## src/hdl/key_matrix_scan_with_cooldown_unit_macros.svh

```systemverilog
// ----------------------------------------------------------------------------
// Key matrix scanner assertion macros
// Concurrent check wrappers, compiled out when ASSERT_OFF is defined.
// ----------------------------------------------------------------------------
`ifndef KEY_MATRIX_SCAN_WITH_COOLDOWN_UNIT_MACROS_SVH
`define KEY_MATRIX_SCAN_WITH_COOLDOWN_UNIT_MACROS_SVH

`ifndef ASSERT_OFF
// antecedent |-> consequent, same cycle
`define KMSC_ASSERT_IMPL(label, clk, rst, ante, cons) \
   label: assert property (@(posedge clk) disable iff (rst) (ante) |-> (cons)) \
      else $error("assertion failed: label");
// antecedent |=> consequent, next cycle
`define KMSC_ASSERT_NEXT(label, clk, rst, ante, cons) \
   label: assert property (@(posedge clk) disable iff (rst) (ante) |=> (cons)) \
      else $error("assertion failed: label");
`else
`define KMSC_ASSERT_IMPL(label, clk, rst, ante, cons)
`define KMSC_ASSERT_NEXT(label, clk, rst, ante, cons)
`endif

`endif

```

## src/hdl/kmsc_pkg.sv

```systemverilog
// ----------------------------------------------------------------------------
// Key matrix scanner package
// Field widths, stream packing positions and transaction types.
// ----------------------------------------------------------------------------
package kmsc_pkg;

   localparam int MODE_W   = 2;
   localparam int DELTA_W  = 16;
   localparam int ROW_W    = 3;
   localparam int READ_W   = 8;
   localparam int COL_W    = 3;
   localparam int TIME_W   = 32;
   localparam int CSR_W    = 16;

   localparam int REQ_DATA_W = 40;
   localparam int RSP_DATA_W = 56;

   localparam logic [CSR_W-1:0] COOLDOWN_RESET = CSR_W'(50);

   typedef enum logic [MODE_W-1:0] {
      MODE_TICK   = 2'd0,
      MODE_SAMPLE = 2'd1,
      MODE_SET    = 2'd2
   } mode_type;

   typedef struct packed {
      logic [MODE_W-1:0]  mode;
      logic [DELTA_W-1:0] delta;
      logic [ROW_W-1:0]   row;
      logic [READ_W-1:0]  first_read;
      logic [READ_W-1:0]  second_read;
      logic [COL_W-1:0]   column;
      logic               set_value;
   } req_item_type;

   typedef struct packed {
      logic [ROW_W-1:0]  out_row;
      logic [READ_W-1:0] row_states;
      logic [READ_W-1:0] changed_mask;
      logic [TIME_W-1:0] change_time;
   } rsp_item_type;

endpackage

```

## src/hdl/key_matrix_scan_with_cooldown_unit.sv

```systemverilog
// ----------------------------------------------------------------------------
// Key matrix scan with cooldown
// Debounces and rate-limits a button matrix, one row transaction per cycle unless stalled.
// ----------------------------------------------------------------------------
// Usage:
//   req_* carries one transaction: a time tick (mode 0), a row sample with two
//   column reads (mode 1) or a direct set of one button (mode 2). mode sits in
//   req_tuser, the other fields in req_tdata. Every transaction returns exactly
//   one rsp_* transaction with the row, its states, the changed columns and
//   the elapsed time.
//   rsp_tvalid rises once the transaction has passed the input register and the
//   result register; one transaction is accepted every cycle while rsp_tready
//   is high. The first stage reads the row of change times from the time
//   memory (one row per port access), the second qualifies all columns in
//   parallel and loads the result register.
//   A write to the row being read in the same cycle is forwarded.
//   When rsp_tready is low, the result register holds, the second stage holds,
//   and req_tready drops once both are full; nothing is lost.
//   Reset clears states, elapsed time, time-memory valid bits (unwritten
//   entries read as zero) and sets the cooldown to 50. No clearing pass.
//   csr_wr_en writes the cooldown; write it only while idle.
// ----------------------------------------------------------------------------
`include "key_matrix_scan_with_cooldown_unit_macros.svh"

module key_matrix_scan_with_cooldown_unit #(
   parameter int ROWS = 8,
   parameter int COLS = 8
) (
   input  logic                            clock,
   input  logic                            reset,
   // req_tdata: delta[15:0], row[18:16], first_read[26:19],
   //            second_read[34:27], column[37:35], set_value[38], zero pad
   input  logic                            req_tvalid,
   output logic                            req_tready,
   input  logic [kmsc_pkg::REQ_DATA_W-1:0] req_tdata,
   // req_tuser: mode[1:0]
   input  logic [kmsc_pkg::MODE_W-1:0]     req_tuser,
   // rsp_tdata: out_row[2:0], row_states[10:3], changed_mask[18:11],
   //            change_time[50:19], zero pad
   output logic                            rsp_tvalid,
   input  logic                            rsp_tready,
   output logic [kmsc_pkg::RSP_DATA_W-1:0] rsp_tdata,
   input  logic                            csr_wr_en,
   input  logic [kmsc_pkg::CSR_W-1:0]      csr_wr_data
);
   import kmsc_pkg::*;

   localparam int ACT_COLS = (COLS < READ_W) ? COLS : READ_W;
   localparam int ROW_IW   = (ROWS > 1) ? $clog2(ROWS) : 1;

   // stored state
   logic [READ_W-1:0]   state_ff   [ROWS];
   logic [ACT_COLS-1:0] lct_vld_ff [ROWS];
   logic [TIME_W-1:0]   lct_mem    [ROWS][ACT_COLS];
   logic [TIME_W-1:0]   elapsed_ff, elapsed_in;
   logic [CSR_W-1:0]    cooldown_ff;

   // first stage
   logic                p1_valid_ff;
   req_item_type        p1_item_ff, req_item;
   logic [TIME_W-1:0]   lct_rd_ff  [ACT_COLS];
   logic [ACT_COLS-1:0] fwd_mask_ff, fwd_mask_in;
   logic [TIME_W-1:0]   fwd_time_ff;

   // result register
   logic                rsp_valid_ff;
   rsp_item_type        rsp_item_ff, rsp_item_in;

   logic                req_accept, fire;
   logic                req_row_ok, row_ok, col_ok, is_tick;
   logic [ROW_IW-1:0]   req_idx, p1_idx;
   logic [READ_W-1:0]   cur_row, new_row, chg;
   logic [TIME_W-1:0]   lct_cur [ACT_COLS];

   assign req_item = '{
      mode:        req_tuser,
      delta:       req_tdata[15:0],
      row:         req_tdata[18:16],
      first_read:  req_tdata[26:19],
      second_read: req_tdata[34:27],
      column:      req_tdata[37:35],
      set_value:   req_tdata[38]
   };

   // second stage fires when the result register is free or draining
   assign fire       = p1_valid_ff && (!rsp_valid_ff || rsp_tready);
   assign req_tready = !p1_valid_ff || fire;
   assign req_accept = req_tvalid && req_tready;

   assign req_row_ok = (32'(req_item.row) < ROWS);
   assign req_idx    = req_row_ok ? ROW_IW'(req_item.row) : '0;

   assign row_ok  = (32'(p1_item_ff.row) < ROWS);
   assign col_ok  = (32'(p1_item_ff.column) < ACT_COLS);
   assign p1_idx  = row_ok ? ROW_IW'(p1_item_ff.row) : '0;
   assign is_tick = (p1_item_ff.mode == MODE_TICK);
   assign cur_row = row_ok ? state_ff[p1_idx] : '0;

   // change time per column: forwarded write, stored value, or reset zero
   always_comb begin
      for (int c = 0; c < ACT_COLS; c++) begin
         if (fwd_mask_ff[c]) begin
            lct_cur[c] = fwd_time_ff;
         end else if (lct_vld_ff[p1_idx][c]) begin
            lct_cur[c] = lct_rd_ff[c];
         end else begin
            lct_cur[c] = '0;
         end
      end
   end

   always_comb begin
      chg = '0;
      for (int c = 0; c < ACT_COLS; c++) begin
         if (row_ok && p1_item_ff.mode == MODE_SAMPLE) begin
            chg[c] = (p1_item_ff.first_read[c] != cur_row[c])
                  && (p1_item_ff.first_read[c] == p1_item_ff.second_read[c])
                  && ((lct_cur[c] + {{(TIME_W-CSR_W){1'b0}}, cooldown_ff}) < elapsed_ff);
         end else if (row_ok && col_ok && p1_item_ff.mode == MODE_SET) begin
            chg[c] = (32'(p1_item_ff.column) == c)
                  && (cur_row[c] != p1_item_ff.set_value);
         end
      end
   end

   assign new_row    = cur_row ^ chg;
   assign elapsed_in = is_tick
      ? elapsed_ff + {{(TIME_W-DELTA_W){1'b0}}, p1_item_ff.delta}
      : elapsed_ff;

   assign rsp_item_in = '{
      out_row:      p1_item_ff.row,
      row_states:   new_row,
      changed_mask: chg,
      change_time:  elapsed_in
   };

   // a row written now and read now: carry the new times into the next stage
   assign fwd_mask_in = (fire && req_idx == p1_idx) ? chg[ACT_COLS-1:0] : '0;

   always_ff @(posedge clock) begin
      if (reset) begin
         p1_valid_ff  <= 1'b0;
         rsp_valid_ff <= 1'b0;
         elapsed_ff   <= '0;
         cooldown_ff  <= COOLDOWN_RESET;
         for (int r = 0; r < ROWS; r++) begin
            state_ff[r]   <= '0;
            lct_vld_ff[r] <= '0;
         end
      end else begin
         if (csr_wr_en) begin
            cooldown_ff <= csr_wr_data;
         end
         if (req_tready) begin
            p1_valid_ff <= req_tvalid;
         end
         if (fire) begin
            rsp_valid_ff <= 1'b1;
         end else if (rsp_tready) begin
            rsp_valid_ff <= 1'b0;
         end
         if (fire) begin
            elapsed_ff <= elapsed_in;
            if (row_ok) begin
               state_ff[p1_idx]   <= new_row;
               lct_vld_ff[p1_idx] <= lct_vld_ff[p1_idx] | chg[ACT_COLS-1:0];
            end
         end
      end
   end

   always_ff @(posedge clock) begin
      if (req_accept) begin
         p1_item_ff  <= req_item;
         fwd_mask_ff <= fwd_mask_in;
         fwd_time_ff <= elapsed_ff;
         for (int c = 0; c < ACT_COLS; c++) begin
            lct_rd_ff[c] <= lct_mem[req_idx][c];
         end
      end
      if (fire) begin
         rsp_item_ff <= rsp_item_in;
         for (int c = 0; c < ACT_COLS; c++) begin
            if (chg[c]) begin
               lct_mem[p1_idx][c] <= elapsed_ff;
            end
         end
      end
   end

   assign rsp_tvalid = rsp_valid_ff;
   assign rsp_tdata  = {{(RSP_DATA_W-$bits(rsp_item_type)){1'b0}},
                        rsp_item_ff.change_time, rsp_item_ff.changed_mask,
                        rsp_item_ff.row_states, rsp_item_ff.out_row};

   `KMSC_ASSERT_IMPL(a_set_one_column, clock, reset,
      fire && p1_item_ff.mode == MODE_SET, $onehot0(chg))
   `KMSC_ASSERT_IMPL(a_tick_no_change, clock, reset,
      fire && p1_item_ff.mode != MODE_SAMPLE && p1_item_ff.mode != MODE_SET, chg == '0)
   `KMSC_ASSERT_NEXT(a_time_only_on_tick, clock, reset,
      !(fire && is_tick), elapsed_ff == $past(elapsed_ff))
   `KMSC_ASSERT_IMPL(a_no_overwrite_stalled, clock, reset,
      rsp_valid_ff && !rsp_tready, !fire)

endmodule

```

## config.mk

```make
export PLATFORM = sky130hd
export DESIGN_NAME = key_matrix_scan_with_cooldown_unit
export DESIGN_NICKNAME = d
export VERILOG_FILES = /design/src/hdl/kmsc_pkg.sv /design/src/hdl/key_matrix_scan_with_cooldown_unit.sv
export VERILOG_INCLUDE_DIRS = /design/src /design/src/hdl
export SDC_FILE = /design/constraint.sdc
export NUM_CORES = 2
export LEC_CHECK = 0
export BUFFER_PORTS_ARGS = -buffer_cell sky130_fd_sc_hd__buf_2
export CAP_MARGIN = 20
export CORE_MARGIN = 2
export CORE_UTILIZATION = 45
export CTS_CLUSTER_DIAMETER = 150
export DETAILED_ROUTE_END_ITERATION = 10
export PLACE_DENSITY = 0.69
export SLEW_MARGIN = 20
export SYNTH_ARGS = -nofsm -noshare
export SYNTH_HDL_FRONTEND = slang
export SYNTH_SLANG_ARGS = --single-unit
```

## constraint.sdc

```tcl
create_clock -name clock -period 11.3 [get_ports clock]
set_input_delay 1.13 -clock clock [delete_from_list [all_inputs] [get_ports clock]]
set_output_delay 1.13 -clock clock [all_outputs]
set_load 0.1 [all_outputs]
```

# Yosys cells after proc, flatten, opt, wreduce, memory -nomap -nowiden
# Memories as Yosys holds them, arrays and structs flattened. A register that Yosys moved wholly into a read port is not among the register bits.
# Cells that the tools add are included.
[totals] regBits=182 ram_bits=2432 inputBits=63 output_inout_bits=58 wordCells=184 memories=4
[op_classes] add_sub_neg=9 magnitude_cmp=8 eq_ne=34 mux=74 bitwise=2 n_reduce_logical=36
[memory_table] memory="lct_mem" depth=8 word_bits=256 read_ports=1 rd_ports_with_merged_regs=0 write_ports=1 line_no="key_matrix_scan_with_cooldown_unit.sv:54" rtl="logic [TIME_W-1:0] lct_mem [ROWS][ACT_COLS];"
[memory_table] memory="lct_rd_ff" depth=8 word_bits=32 read_ports=8 rd_ports_with_merged_regs=0 write_ports=8 line_no="key_matrix_scan_with_cooldown_unit.sv:61" rtl="logic [TIME_W-1:0] lct_rd_ff [ACT_COLS];"
[memory_table] memory="lct_vld_ff" depth=8 word_bits=8 read_ports=1 rd_ports_with_merged_regs=1 write_ports=8 line_no="key_matrix_scan_with_cooldown_unit.sv:53" rtl="logic [ACT_COLS-1:0] lct_vld_ff [ROWS];"
[memory_table] memory="state_ff" depth=8 word_bits=8 read_ports=1 rd_ports_with_merged_regs=1 write_ports=8 line_no="key_matrix_scan_with_cooldown_unit.sv:52" rtl="logic [READ_W-1:0] state_ff [ROWS];"
[ops] op="32-bit 2-to-1 mux" n=17
[ops] op="32-bit by 16-bit adder with 32-bit output" n=9
[ops] op="32-bit < comparator" n=8
[ops] op="1-bit 2-to-1 mux" n=51
[ops] op="1-bit logical AND" n=27
[ops] op="8-bit 2-to-1 mux" n=2
[ops] op="1-bit != test" n=16
[ops] op="8-bit OR reduction" n=2
[ops] op="3-bit equality test (second input constant)" n=4
[ops] op="3-bit 2-to-1 mux" n=4
[ops] op="1-bit equality test" n=8
[ops] op="8-bit bitwise OR" n=1
[ops] op="8-bit bitwise XOR" n=1
[ops] op="3-bit by 2-bit equality test with 1-bit output (second input constant)" n=2
[ops] op="3-bit by 1-bit equality test with 1-bit output (second input constant)" n=1
[ops] op="3-bit equality test" n=1
[ops] op="3-bit zero test" n=1
[ops] op="2-bit by 1-bit equality test with 1-bit output (second input constant)" n=1
[ops] op="2-bit equality test (second input constant)" n=1
[ops] op="1-bit zero test" n=2
[ops] op="2-bit zero test" n=1
[ops] op="1-bit logical OR" n=2
[ops] op="2-bit nonzero test" n=1

# Longest topological paths before layout
# An unclocked memory read counts as a cell.
[logic_depth] ltp_word=10 depth_mapped=33 depth_no_buf=24

# Least setup slack after synthesis
# Ideal clock, no wire load.
[synth_path] path_type="input to register" from="input rsp_tready" to="register fwd_mask_ff[0], enable pin" setup_ns=0.686 arrival_time_ns=8.641 t_required_ns=10.614 setup_slack_ns=1.973 stages=4 path_buffers=0 cell_sequence="nor2b_1 -> nand2_1 -> nand2_1 -> inv_1"
[synth_between] elab_chain_len=4
[synth_lines] item="start: declaration" line_no="key_matrix_scan_with_cooldown_unit.sv:41" rtl="input logic rsp_tready,"
[synth_lines] item="1-bit logical OR" line_no="key_matrix_scan_with_cooldown_unit.sv:86" rtl="assign fire = p1_valid_ff && (!rsp_valid_ff || rsp_tready);"
[synth_lines] item="1-bit logical AND" line_no="key_matrix_scan_with_cooldown_unit.sv:86"
[synth_lines] item="1-bit logical OR" line_no="key_matrix_scan_with_cooldown_unit.sv:87" rtl="assign req_tready = !p1_valid_ff || fire;"
[synth_lines] item="net req_tready" line_no="key_matrix_scan_with_cooldown_unit.sv:34" rtl="output logic req_tready,"
[synth_lines] item="1-bit logical AND" line_no="key_matrix_scan_with_cooldown_unit.sv:88" rtl="assign req_accept = req_tvalid && req_tready;"
[synth_lines] item="net req_accept" line_no="key_matrix_scan_with_cooldown_unit.sv:69" rtl="logic req_accept, fire;"
[synth_lines] item="end signal: assignment" line_no="key_matrix_scan_with_cooldown_unit.sv:176" rtl="fwd_mask_ff <= fwd_mask_in;"
[synth_lines] item="end: declaration" line_no="key_matrix_scan_with_cooldown_unit.sv:62" rtl="logic [ACT_COLS-1:0] fwd_mask_ff, fwd_mask_in;"
# The timed path passes the listed nets, and every way through them passes these cells.
# A chain may end at the register's enable or synchronous reset.

==> summary.md <==
| Metric | Value |
|---|---|
| Outcome | finished clean |
| Total number of vias | 67876 |
| Worst-path fanout max | 40 |
| Maximum ir drop on the vdd rail | about 0.17 mV |
| Count of nets after finishing | 7739 |
| Via count of the first global-routing pass | 65169 |
| Buffer levels on the longest clock path | 4 |
| Critical path capture point type | flop |
| Overflow left after global routing | 0 |
| Slowest cell on crit path | sky130_fd_sc_hd__dfxtp_2 |
| Post-synthesis sequential element count | 2617 |
| First-pass detailed-route iteration total | 10 |
| CP required | 11.82 ns |
| Clock-pin slew of the registers on the worst-case setup and hold paths | 0.06 ns |
| Largest stage delay on the critical path | about 0.77 ns |
| Clock tree from TritonCTS | done |
| Critical path, cell by cell | buf_4 -> mux4_2 -> mux2_2 -> nand2_1 -> o21ai_0 -> ha_1 -> fa_1 -> a211oi_1 -> o211ai_1 -> a31oi_1 -> nor2_1 -> o41ai_1 -> nor2b_1 -> xor2_1 -> ha_1 -> nand3_1 -> o221ai_1 -> a211oi_1 -> nor2_1 -> o311ai_0 -> or2_2 -> a21boi_4 -> nor2_4 -> buf_4 |
| Library cell with the largest summed area after synthesis | sky130_fd_sc_hd__edfxtp_1 |
| Number of rows created at floorplan | 186 |
| TritonCTS buffer count | between 200 and 300 |
| Total routed wirelength | 346 mm |
| Worst min path class | in2reg |
| Worst-case clock skew | just under 0.06 ns |
| Arrival time of the worst setup path | 8.83 ns |
| EDFF count, synth | 2564 |
| Average wire per standard cell | about 32 um |
| Pins Over Slew Limit | 0 |
| Total global routing track utilization | 0.261 |
| Die height | 512 um |
| Accumulated negative setup slack | 0 ns |
| Ratio of cells with drive above 1 in the final layout | 0.225 |
| Total setup buffers inserted after CTS | 0 |
| Deepest level of the CTS H-tree | 5 |
| Headroom to the max-slew limit | 0.0728 |
| Final Instance Count excl. Fillers | 10871 |
| Commonest cells in the synthesized netlist | sky130_fd_sc_hd__edfxtp_1, sky130_fd_sc_hd__nand2_1, sky130_fd_sc_hd__mux4_2 |
| Buffer type at the clock tree root | sky130_fd_sc_hd__clkbuf_16 |
| Worst-margin pin slew | 1.39 ns |
| FFs w/ async S/R, synth | 0 |
| Synth top area share | 0.663 |
| Post-cts repair resize count | 0 |
| Pin count of the biggest net entering global routing | 134 |
| Placeable core region | 257000 um^2 |
| RSZ-0062 raised after global routing | no |
| First-pass GRT wire length | a little under 500 mm |
| Warning count from the yosys run | 0 |
| Number of nets with antenna violations after detailed routing | 0 |
| Number of maximum-capacitance constraint violations | 0 |
| Area overhead of the layout relative to synthesis | 12.8% |
| Fraction of the yosys area taken by sequential cells | 0.673 |
| Total power per unit cell area | ~160 nW/um^2 |
| Full die area | 262000 um^2 |
| Cell Area, Synth | 116000 um^2 |
| Per-instance average area after synthesis | 16.7 um^2 |
| Hold Slack | 0.357 ns |
| Count of hold-fix buffers inserted at cts | 0 |
| Critical path class | reg2reg |
| Via density per instance | between 6 and 7 |
| Final hold vios | 0 |
| Post-detailed-route DRC marker count | 0 |
| Setup-failing EPs final | 0 |
| Worst skew pair latency | 0.96 ns |
| Post-layout total power | 21.5 mW |
| Number of instances in the synthesized netlist | 6969 |
| Count leader, synth | sky130_fd_sc_hd__edfxtp_1 |
| Post-DP HPWL | roughly 200 mm |
| DRC violation total after the first TritonRoute iteration | 10134 |
| Number of placed instances with taps included | between 10000 and 15000 |
| Starting Density | 0.452 |
| Number of unique standard cell types used by synthesis | 107 |
| Clk sinks | 2617 |
| Antenna violations before repair | 35 |
| Most used flip-flop cell after synthesis | sky130_fd_sc_hd__edfxtp_1 |
| Fmax | roughly 120 MHz |
| Port Buffers | 114 |
| Overall die width | 512 um |
| Final RePlAce weighted congestion | approximately 0.97 |
| Clock period minus worst slack | 8.32 ns |
| Cell types with the largest area share after synthesis | sky130_fd_sc_hd__edfxtp_1, sky130_fd_sc_hd__mux4_2, sky130_fd_sc_hd__ha_1 |
| Final worst path period share | 0.736 |
| Count of boundary I/O pins | between 100 and 150 |
| Critical path startpoint category | flop |
| Leakage power | 46.1 nW |
layer usage:
metal	wire [um]	GRT usage	vias up
li1	-	-	28345
met1	132000	0.354	34604
met2	155000	0.394	4182
met3	40700	0.0644	743
met4	18400	0.125	2
met5	13	0.000913	-
sequential cells by signal (all words and copies together), names as in the netlist, named ones only:
signal / count
cooldown_ff: 16
elapsed_ff: 32
fwd_mask_ff: 8
fwd_time_ff: 32
lct_mem: 2048
lct_rd_ff: 256
lct_vld_ff: 64
p1_idx: 3
p1_item_ff: 38
p1_valid_ff: 1
rsp_tdata: 51
rsp_tvalid: 1
state_ff: 64
layout make-up:
class / instances / area (um^2)
clock buffers: 354 / 7580
inverters: 89 / 343
repair buffers: 348 / 2630
clock inverters: 135 / 1170
well taps: 3384 / 4230
flip-flops and latches: 2617 / 78200
diodes: 16 / 40.0
fillers: 20554 / 126000
multi-input cells: 3928 / 36800
metrics by stage:
stage	utilization	cell area (um^2)	setup WS (ns)
after floorplan	-	116000	1.97
after CTS	0.509	131000	2.96
after global placement	0.475	122000	2.94
after global routing	0.510	131000	2.38
after detailed placement	0.475	122000	3.01
final	0.510	131000	2.98
placed cells by master, fill, tap and decap left out, drive strengths merged, types with 43 or more instances in the layout:
cell type / count
a21o: 154
nand2: 527
a22oi: 44
nand4: 84
a211oi: 47
clkbuf: 354
buf: 348
a22o: 43
xor2: 79
o21ai: 253
dfxtp: 53
nand3: 102
mux2i: 54
xnor2: 201
inv: 91
edfxtp: 2564
mux2: 260
nor2: 333
mux4: 530
nor2b: 62
ha: 400
nor3: 64
clkinv: 105
a21oi: 279
where the power goes:
group	total, mW	switching (mW)	internal, mW
clock network	8.88	3.69	5.19
registers	10.8	0.122	10.7
logic	1.86	1.17	0.686
kinds of logic (layout without fill, tap and decap cells):
kind of cell / Yosys count / after routing / synth area share
AOI/OAI and AO/OA: 1045 / 1045 / 0.0593
xor gates and xnor gates: 280 / 280 / 0.0213
adders and majority gates: 409 / 409 / 0.0447
buffers and inverters: 428 / 926 / 0.0150
DFF: 2617 / 2617 / 0.673
muxes: 844 / 844 / 0.134
other: 1 / 21 / 0.0000323
and+or+nand+nor: 1345 / 1345 / 0.0534
path summary, 6_finish.rpt:
check                                                  from                          end  slack, ns  depth (start not counted)
worst min register to register  cooldown_ff[1]$_SDFFE_PP1P_  cooldown_ff[1]$_SDFFE_PP1P_       0.48                          2
worst max-delay path                                   flop    lct_mem[6][129]$_DFFE_PP_       2.98                         24
worst max register to register                         flop    lct_mem[6][129]$_DFFE_PP_       2.98                         24
worst min-delay path                           req_tdata[0]     p1_item_ff[23]$_DFFE_PP_       0.36                          1
worst max-delay path, delay by kind of cell (launching register included):
kind / cells / cell delay, ns
fa+ha+maj: 3 / 1.03
mux: 2 / 1.14
buf+inv: 2 / 0.93
compound gates: 9 / 2.60
flops: 1 / 0.77
simple gates: 7 / 1.16
xor+xnor: 1 / 0.23
Power figures use the tool's default switching activity.
